File: config.mk
export PLATFORM = sky130hd
export DESIGN_NAME = shell_command_tokenizer
export DESIGN_NICKNAME = d
export VERILOG_FILES = /design/src/rtl/sct_pkg.sv /design/src/rtl/shell_command_tokenizer.sv /design/src/rtl/sct_lexer.sv
export SDC_FILE = /design/constraint.sdc
export NUM_CORES = 1
export LEC_CHECK = 0
export ABC_AREA = 1
export BUFFER_PORTS_ARGS = -buffer_cell sky130_fd_sc_hd__buf_2
export CAP_MARGIN = 40
export CORE_MARGIN = 2
export CORE_UTILIZATION = 52
export CTS_CLUSTER_DIAMETER = 150
export DETAILED_ROUTE_END_ITERATION = 6
export PLACE_DENSITY = 0.77
export REMOVE_ABC_BUFFERS = 1
export SLEW_MARGIN = 20
export SYNTH_ARGS = -nofsm -noshare
export SYNTH_HDL_FRONTEND = slang
export SYNTH_SLANG_ARGS = --single-unit
File: constraint.sdc
create_clock -name clk -period 9.1 [get_ports clk]
set_input_delay 1.82 -clock clk [delete_from_list [all_inputs] [get_ports clk]]
set_output_delay 1.82 -clock clk [all_outputs]
set_load 0.05 [all_outputs]
File: src/rtl/sct_pkg.sv
// Shared types, character codes and token kinds for the shell command tokenizer.
// Depends on nothing; every other file of the block uses it.
package sct_pkg;

    localparam logic [7:0] CHAR_NUL     = 8'h00;
    localparam logic [7:0] CHAR_TAB     = 8'h09;
    localparam logic [7:0] CHAR_NL      = 8'h0A;
    localparam logic [7:0] CHAR_SPACE   = 8'h20;
    localparam logic [7:0] CHAR_HASH    = 8'h23;
    localparam logic [7:0] CHAR_AMP     = 8'h26;
    localparam logic [7:0] CHAR_DOT     = 8'h2E;
    localparam logic [7:0] CHAR_SLASH   = 8'h2F;
    localparam logic [7:0] CHAR_LT      = 8'h3C;
    localparam logic [7:0] CHAR_GT      = 8'h3E;
    localparam logic [7:0] CHAR_UPPER_A = 8'h41;
    localparam logic [7:0] CHAR_UPPER_Z = 8'h5A;
    localparam logic [7:0] CHAR_UNDER   = 8'h5F;
    localparam logic [7:0] CHAR_LOWER_A = 8'h61;
    localparam logic [7:0] CHAR_LOWER_Z = 8'h7A;
    localparam logic [7:0] CHAR_BAR     = 8'h7C;

    localparam logic [3:0] KIND_COMMENT = 4'd0;
    localparam logic [3:0] KIND_RIN     = 4'd1;
    localparam logic [3:0] KIND_ROUT    = 4'd2;
    localparam logic [3:0] KIND_AND     = 4'd3;
    localparam logic [3:0] KIND_PIPE    = 4'd4;
    localparam logic [3:0] KIND_OR      = 4'd5;
    localparam logic [3:0] KIND_NEWLINE = 4'd6;
    localparam logic [3:0] KIND_STRING  = 4'd7;
    localparam logic [3:0] KIND_UNKNOWN = 4'd8;
    localparam logic [3:0] KIND_END     = 4'd9;

    typedef struct packed {
        logic [3:0]  kind;
        logic [15:0] start;
        logic [15:0] length;
        logic [15:0] line;
        logic        last;
    } token_t;

    function automatic logic is_word_char(input logic [7:0] b);
        return (b >= CHAR_LOWER_A && b <= CHAR_LOWER_Z) ||
               (b >= CHAR_UPPER_A && b <= CHAR_UPPER_Z) ||
               b == CHAR_UNDER || b == CHAR_DOT || b == CHAR_SLASH;
    endfunction

endpackage

File: src/rtl/shell_command_tokenizer.sv
// Shell command tokenizer top level: input byte register, lexer core and a two-entry token queue.
// Depends on sct_pkg and sct_lexer.
// A token passes the input byte register and then the token queue before it is presented.
// Throughput: one byte per cycle while the queue has room; a two-token byte needs both slots free.
// Reset clears scan state, position, line count and the queue; no clearing pass is needed.
module shell_command_tokenizer #(
    parameter int COUNTER_BITS = 16
) (
    input  logic        clk,
    input  logic        rst_n,
    input  logic        byte_valid,
    output logic        byte_ready,
    input  logic [7:0]  byte_in,
    output logic        token_valid,
    input  logic        token_ready,
    output logic [3:0]  token_kind,
    output logic [15:0] token_start,
    output logic [15:0] token_length,
    output logic [15:0] line_number,
    output logic        last_of_run
);

    logic            in_valid_reg, in_valid_next;
    logic [7:0]      in_byte_reg, in_byte_next;
    sct_pkg::token_t q0_reg, q0_next;
    sct_pkg::token_t q1_reg, q1_next;
    logic [1:0]      cnt_reg, cnt_next;

    sct_pkg::token_t result0;
    sct_pkg::token_t result1;
    logic [1:0]      result_count;
    logic            pop;
    logic [1:0]      base;
    logic [2:0]      fill;
    logic            fire;

    sct_lexer #(
        .COUNTER_BITS (COUNTER_BITS)
    ) u_lexer (
        .clk          (clk),
        .rst_n        (rst_n),
        .byte_in      (in_byte_reg),
        .advance      (fire),
        .result0      (result0),
        .result1      (result1),
        .result_count (result_count)
    );

    assign token_valid  = (cnt_reg != 2'd0);
    assign token_kind   = q0_reg.kind;
    assign token_start  = q0_reg.start;
    assign token_length = q0_reg.length;
    assign line_number  = q0_reg.line;
    assign last_of_run  = q0_reg.last;

    assign pop        = token_valid && token_ready;
    assign base       = cnt_reg - {1'b0, pop};
    assign fill       = {1'b0, base} + {1'b0, result_count};
    assign fire       = in_valid_reg && (fill <= 3'd2);
    assign byte_ready = !in_valid_reg || fire;

    always_comb
    begin
        in_valid_next = in_valid_reg;
        in_byte_next  = in_byte_reg;
        if (byte_ready)
        begin
            in_valid_next = byte_valid;
            in_byte_next  = byte_in;
        end

        q0_next  = q0_reg;
        q1_next  = q1_reg;
        cnt_next = base;
        if (pop)
        begin
            q0_next = q1_reg;
        end
        if (fire)
        begin
            cnt_next = fill[1:0];
            if (base == 2'd0)
            begin
                q0_next = result0;
                q1_next = result1;
            end
            else if (base == 2'd1)
            begin
                q1_next = result0;
            end
        end
    end

    always_ff @(posedge clk or negedge rst_n)
    begin
        if (!rst_n)
        begin
            in_valid_reg <= 1'b0;
            cnt_reg      <= 2'd0;
        end
        else
        begin
            in_valid_reg <= in_valid_next;
            cnt_reg      <= cnt_next;
        end
    end

    always_ff @(posedge clk)
    begin
        in_byte_reg <= in_byte_next;
        q0_reg      <= q0_next;
        q1_reg      <= q1_next;
    end

    // The queue never holds more than two tokens.
    assert property (@(posedge clk) disable iff (!rst_n) cnt_reg != 2'd3)
        else $error("token queue count out of range");

    // A byte with two tokens only advances when both fit after the pop.
    assert property (@(posedge clk) disable iff (!rst_n)
        (fire && result_count == 2'd2) |-> (base == 2'd0))
        else $error("double token written into occupied queue");

    // An empty input register always takes a new request.
    assert property (@(posedge clk) disable iff (!rst_n) !in_valid_reg |-> byte_ready)
        else $error("input register empty but not ready");

    // A two-token byte written with no pop leaves two tokens, the front one not the last of its run.
    assert property (@(posedge clk) disable iff (!rst_n)
        (fire && result_count == 2'd2 && !pop) |=> (cnt_reg == 2'd2 && !q0_reg.last))
        else $error("first of two tokens marked as last");

endmodule

File: src/rtl/sct_lexer.sv
// Lexer core: scan state and counters, and the up to two tokens that one byte causes.
// Depends on sct_pkg.
module sct_lexer #(
    parameter int COUNTER_BITS = 16
) (
    input  logic              clk,
    input  logic              rst_n,
    input  logic [7:0]        byte_in,
    input  logic              advance,
    output sct_pkg::token_t   result0,
    output sct_pkg::token_t   result1,
    output logic [1:0]        result_count
);

    typedef enum logic [1:0] {
        MODE_IDLE,
        MODE_AMP,
        MODE_BAR,
        MODE_STR
    } mode_t;

    localparam logic [COUNTER_BITS-1:0] CNT_MAX = '1;
    localparam logic [COUNTER_BITS-1:0] CNT_ONE = COUNTER_BITS'(1);
    localparam logic [COUNTER_BITS-1:0] CNT_TWO = COUNTER_BITS'(2);

    mode_t                   mode_reg, mode_next;
    logic [COUNTER_BITS-1:0] pos_reg, pos_next;
    logic [COUNTER_BITS-1:0] pend_start_reg, pend_start_next;
    logic [COUNTER_BITS-1:0] pend_len_reg, pend_len_next;
    logic [COUNTER_BITS-1:0] line_reg, line_next;

    logic [COUNTER_BITS-1:0] pos_inc;
    logic [COUNTER_BITS-1:0] line_inc;
    logic                    has_flush;
    logic                    has_fresh;
    logic                    done;
    sct_pkg::token_t         flush_tok;
    sct_pkg::token_t         fresh_tok;

    function automatic logic [COUNTER_BITS-1:0] sat_inc(input logic [COUNTER_BITS-1:0] v);
        return (v == CNT_MAX) ? v : v + CNT_ONE;
    endfunction

    function automatic logic [15:0] low16(input logic [COUNTER_BITS-1:0] v);
        logic [31:0] ext;
        ext = 32'(v);
        return ext[15:0];
    endfunction

    assign pos_inc  = sat_inc(pos_reg);
    assign line_inc = sat_inc(line_reg);

    always_comb
    begin
        has_flush       = 1'b0;
        has_fresh       = 1'b0;
        done            = 1'b0;
        flush_tok       = '0;
        fresh_tok       = '0;
        mode_next       = mode_reg;
        pos_next        = pos_inc;
        pend_start_next = pend_start_reg;
        pend_len_next   = pend_len_reg;
        line_next       = line_reg;

        flush_tok.start = low16(pend_start_reg);
        flush_tok.line  = low16(line_reg);
        case (mode_reg)
            MODE_AMP:
            begin
                has_flush = 1'b1;
                mode_next = MODE_IDLE;
                if (byte_in == sct_pkg::CHAR_AMP)
                begin
                    done             = 1'b1;
                    flush_tok.kind   = sct_pkg::KIND_AND;
                    flush_tok.length = low16(CNT_TWO);
                end
                else
                begin
                    flush_tok.kind   = sct_pkg::KIND_UNKNOWN;
                    flush_tok.length = low16(CNT_ONE);
                end
            end
            MODE_BAR:
            begin
                has_flush = 1'b1;
                mode_next = MODE_IDLE;
                if (byte_in == sct_pkg::CHAR_BAR)
                begin
                    done             = 1'b1;
                    flush_tok.kind   = sct_pkg::KIND_OR;
                    flush_tok.length = low16(CNT_TWO);
                end
                else
                begin
                    flush_tok.kind   = sct_pkg::KIND_PIPE;
                    flush_tok.length = low16(CNT_ONE);
                end
            end
            MODE_STR:
            begin
                if (sct_pkg::is_word_char(byte_in))
                begin
                    done          = 1'b1;
                    pend_len_next = sat_inc(pend_len_reg);
                end
                else
                begin
                    has_flush        = 1'b1;
                    mode_next        = MODE_IDLE;
                    flush_tok.kind   = sct_pkg::KIND_STRING;
                    flush_tok.length = low16(pend_len_reg);
                end
            end
            default:
            begin
            end
        endcase

        fresh_tok.start  = low16(pos_reg);
        fresh_tok.length = low16(CNT_ONE);
        fresh_tok.line   = low16(line_reg);
        if (!done)
        begin
            case (byte_in)
                sct_pkg::CHAR_SPACE, sct_pkg::CHAR_TAB:
                begin
                    mode_next = MODE_IDLE;
                end
                sct_pkg::CHAR_NUL:
                begin
                    has_fresh        = 1'b1;
                    mode_next        = MODE_IDLE;
                    fresh_tok.kind   = sct_pkg::KIND_END;
                    fresh_tok.length = '0;
                    pos_next         = '0;
                end
                sct_pkg::CHAR_HASH:
                begin
                    has_fresh      = 1'b1;
                    mode_next      = MODE_IDLE;
                    fresh_tok.kind = sct_pkg::KIND_COMMENT;
                end
                sct_pkg::CHAR_LT:
                begin
                    has_fresh      = 1'b1;
                    mode_next      = MODE_IDLE;
                    fresh_tok.kind = sct_pkg::KIND_RIN;
                end
                sct_pkg::CHAR_GT:
                begin
                    has_fresh      = 1'b1;
                    mode_next      = MODE_IDLE;
                    fresh_tok.kind = sct_pkg::KIND_ROUT;
                end
                sct_pkg::CHAR_NL:
                begin
                    has_fresh      = 1'b1;
                    mode_next      = MODE_IDLE;
                    fresh_tok.kind = sct_pkg::KIND_NEWLINE;
                    fresh_tok.line = low16(line_inc);
                    line_next      = line_inc;
                end
                sct_pkg::CHAR_AMP:
                begin
                    mode_next       = MODE_AMP;
                    pend_start_next = pos_reg;
                    pend_len_next   = CNT_ONE;
                end
                sct_pkg::CHAR_BAR:
                begin
                    mode_next       = MODE_BAR;
                    pend_start_next = pos_reg;
                    pend_len_next   = CNT_ONE;
                end
                default:
                begin
                    mode_next       = MODE_STR;
                    pend_start_next = pos_reg;
                    pend_len_next   = CNT_ONE;
                end
            endcase
        end

        flush_tok.last = !has_fresh;
        fresh_tok.last = 1'b1;
    end

    always_comb
    begin
        result1      = fresh_tok;
        result_count = {1'b0, has_flush} + {1'b0, has_fresh};
        if (has_flush)
        begin
            result0 = flush_tok;
        end
        else
        begin
            result0 = fresh_tok;
        end
    end

    always_ff @(posedge clk or negedge rst_n)
    begin
        if (!rst_n)
        begin
            mode_reg       <= MODE_IDLE;
            pos_reg        <= '0;
            pend_start_reg <= '0;
            pend_len_reg   <= '0;
            line_reg       <= '0;
        end
        else if (advance)
        begin
            mode_reg       <= mode_next;
            pos_reg        <= pos_next;
            pend_start_reg <= pend_start_next;
            pend_len_reg   <= pend_len_next;
            line_reg       <= line_next;
        end
    end

endmodule

==> flow_metrics.tcl <==
set metrics [dict create \
    outcome "complete, no violations" \
    maxCapViolations 0 \
    worstMarginPinSlew_ns 0.823 \
    rsz0062_at_grt "no" \
    grt_antenna_before_repair 0 \
    fmax_mhz 156 \
    crit_chain "buf_2 -> nand2_2 -> buf_4 -> inv_2 -> ha_1 -> xor2_1 -> inv_1 -> ha_1 -> a31oi_1 -> nand2_1 -> buf_2" \
    numPortBuffers 66 \
    slowest_delay_ns 0.53 \
    critPathTopFamily "buffers and inverters" \
    avgSynthCellArea_um2 7.37 \
    yosys.area.top_type "nand2_1" \
    rr_startpoint "in_byte_reg[1]$_DFFE_PP_" \
    io_pins 67 \
    r2r_slack_ns 4.14 \
    grt_pass1_wl_mm 39.6 \
    hold_path_depth 2 \
    cts.hold.buffers_added 0 \
    cts_buffers 17 \
    cts_buffer_depth 2 \
    clkSinkCount 183 \
    grt_util_all_layers_pct 24.6 \
    slew_violations 0 \
    mostFrequentLayoutCells "515 x nand2_1, 125 x nand3_1, 120 x inv_1, 77 x nor2_1, 69 x dfrtp_1" \
    first_pass_iters 7 \
    fillers 1700 \
    largest_reg_flops 53 \
    cp-end-kind "output pin" \
    path_class "input port to output pin" \
    final_cells 1610 \
    antenna_cells 0 \
    reg2reg_depth 18 \
    setup_viol 0 \
    tritoncts "yes" \
    dp_cells 1578 \
    grt_pass1_vias 8118 \
    period_needed_ns 6.41 \
    slew_headroom_pct 45.2 \
    overflow 0 \
    finalClockSkew_ns 0.00765 \
    netlist_instances 1322 \
    worstReg2RegEnd "token_kind[0]$_DFF_P_" \
    root_buffer "clkbuf_16" \
    wl_per_cell_um 14.6 \
    drive_gt1_share_pct 9.81 \
    die_area_um2 19800 \
    antenna_left 0 \
    arrival_ns 4.59 \
    grt_max_degree 55 \
    initialDrtViolationCount 884 \
    core-area_um2 18500 \
    finalCritPeriodShare_pct 70.4 \
    hold_end "token_length[14]$_DFF_P_" \
    ys_seq_area_share_pct 47.4 \
    via_per_inst 5.34 \
    drc_errors 0 \
    routed_wl_mm 23.4 \
    die_w_um 141 \
    dp_hpwl_mm 14.8 \
    multi_input_comb_area_um2 4390 \
    cts_resized 0 \
    path_clk_slew_ns 0.07 \
    syn_area_um2 9740 \
    ys_warn_count 0 \
    clk-insertion-delay-late_ns 0.43 \
    initial_core_util_pct 52.6 \
    postCtsSetupBuffers 0 \
    layout_commonest_cell "nand2_1" \
    hold_path.class "flop to flop" \
    hold_viol_final 0 \
    critPathMaxFanout 54 \
    nNetsFinal 1386 \
    ys_ff_latch 183 \
    gp_congestion 0.895 \
    cp_slowest_cell "buf_4" \
    holdCritStartpoint "token_length[14]$_DFF_P_" \
    cts_max_level 4 \
    area_growth_pct 11.0 \
    regArea_um2 4620 \
    crit_required_ns 7.28 \
    worst_setup_path_start_kind "input port" \
    synth.distinct_cells 44 \
    path_buf_inv 5 \
    num_vias 8599 \
    synth_top_cell_area_share_pct 19.9 \
    rows 50 \
    synthTopCellsByArea "nand2_1 20%, edfxtp_1 19%, dfrtp_1 18%" \
    die-height_um 141 \
]
## Yosys cell counts, drive strengths merged
cell	n
o22ai	1
nand3b	1
o21bai	1
xor2	16
xnor2	1
clkinv	2
clkbuf	29
and3	1
edfxtp	61
nor3	21
or2	1
nor2	85
inv	123
ha	10
o21ai	94
nor4	12
a21boi	3
dfxtp	53
dfrtp	69
nand3	129
a211oi	1
nand4	14
fa	1
buf	28
nand2	524
nor3b	1
a31oi	16
a21oi	23
o2111ai	1
## how the worst max path moves through the flow
stage / from / to / slack [ns] / cells after the start
final: token_ready / byte_ready / 2.69 / 11
after floorplan: token_ready / line_number[10]$_DFF_P_ / -1.73 / 14
after global routing: token_ready / byte_ready / 2.39 / 11
after detailed placement: token_ready / byte_ready / 2.65 / 11
after global placement: token_ready / byte_ready / 2.74 / 10
after CTS: token_ready / byte_ready / 2.65 / 11
## layer usage
layer / routed length, um / GRT usage (%) / vias up
met5: 0 / 0 / -
met4: 371 / 7.68 / 0
met3: 1410 / 4.31 / 38
met2: 10800 / 39.8 / 266
met1: 10900 / 33.9 / 3944
li1: - / - / 4351
## final cells by class
class,instances,area share [%]
Clock inverter,10,1.18
Inverter,125,4.34
Timing Repair Buffer,79,4.40
Multi-Input combinational cell,957,40.6
Sequential cell,183,42.7
Clock buffer,22,4.11
Tap cell,234,2.71
## cells by family (layout without fill, tap and decap cells)
| group | count (synthesis) | after routing | synth area share [%] |
|---|---|---|---|
| buffers and inverters | 182 | 236 | 7.73 |
| adders and majority gates | 11 | 11 | 1.49 |
| xor gates and xnor gates | 17 | 17 | 1.53 |
| and+or+nand+nor | 789 | 789 | 34.1 |
| DFF | 183 | 183 | 47.4 |
| AOI/OAI and AO/OA | 140 | 140 | 7.73 |
## worst reg2reg max path, stage by stage (launching register included)
cell and delay, ns:
edfxtp_1 0.48, nor2_2 0.18, nand2_1 0.09, nand2_1 0.07, nand2_1 0.06, nand2_2 0.12, nand3_4 0.28, nand2_2 0.18
nand2_4 0.32, fa_1 0.56, ha_1 0.30, a31oi_1 0.33, nor2_4 0.19, inv_2 0.30, nor2_4 0.06, nand2_2 0.41
buf_4 0.57, nand3_1 0.17, a21boi_1 0.17
## stage by stage
step | util [%] | hold WS (ns) | setup TNS, ns | area (um2) | setup WS [ns]
after floorplan | - | 0.449 | -75.29 | 9460 | -1.73
after global placement | 54.9 | 0.462 | 0 | 10200 | 2.74
after detailed placement | 55.3 | 0.472 | 0 | 10200 | 2.65
after CTS | 58.4 | 0.483 | 0 | 10800 | 2.65
after global routing | 58.4 | 0.502 | 0 | 10800 | 2.39
final | 58.4 | 0.478 | 0 | 10800 | 2.69
Power is not shown: default switching activity piles up to over one toggle a cycle in this logic, so the estimate is an artifact.
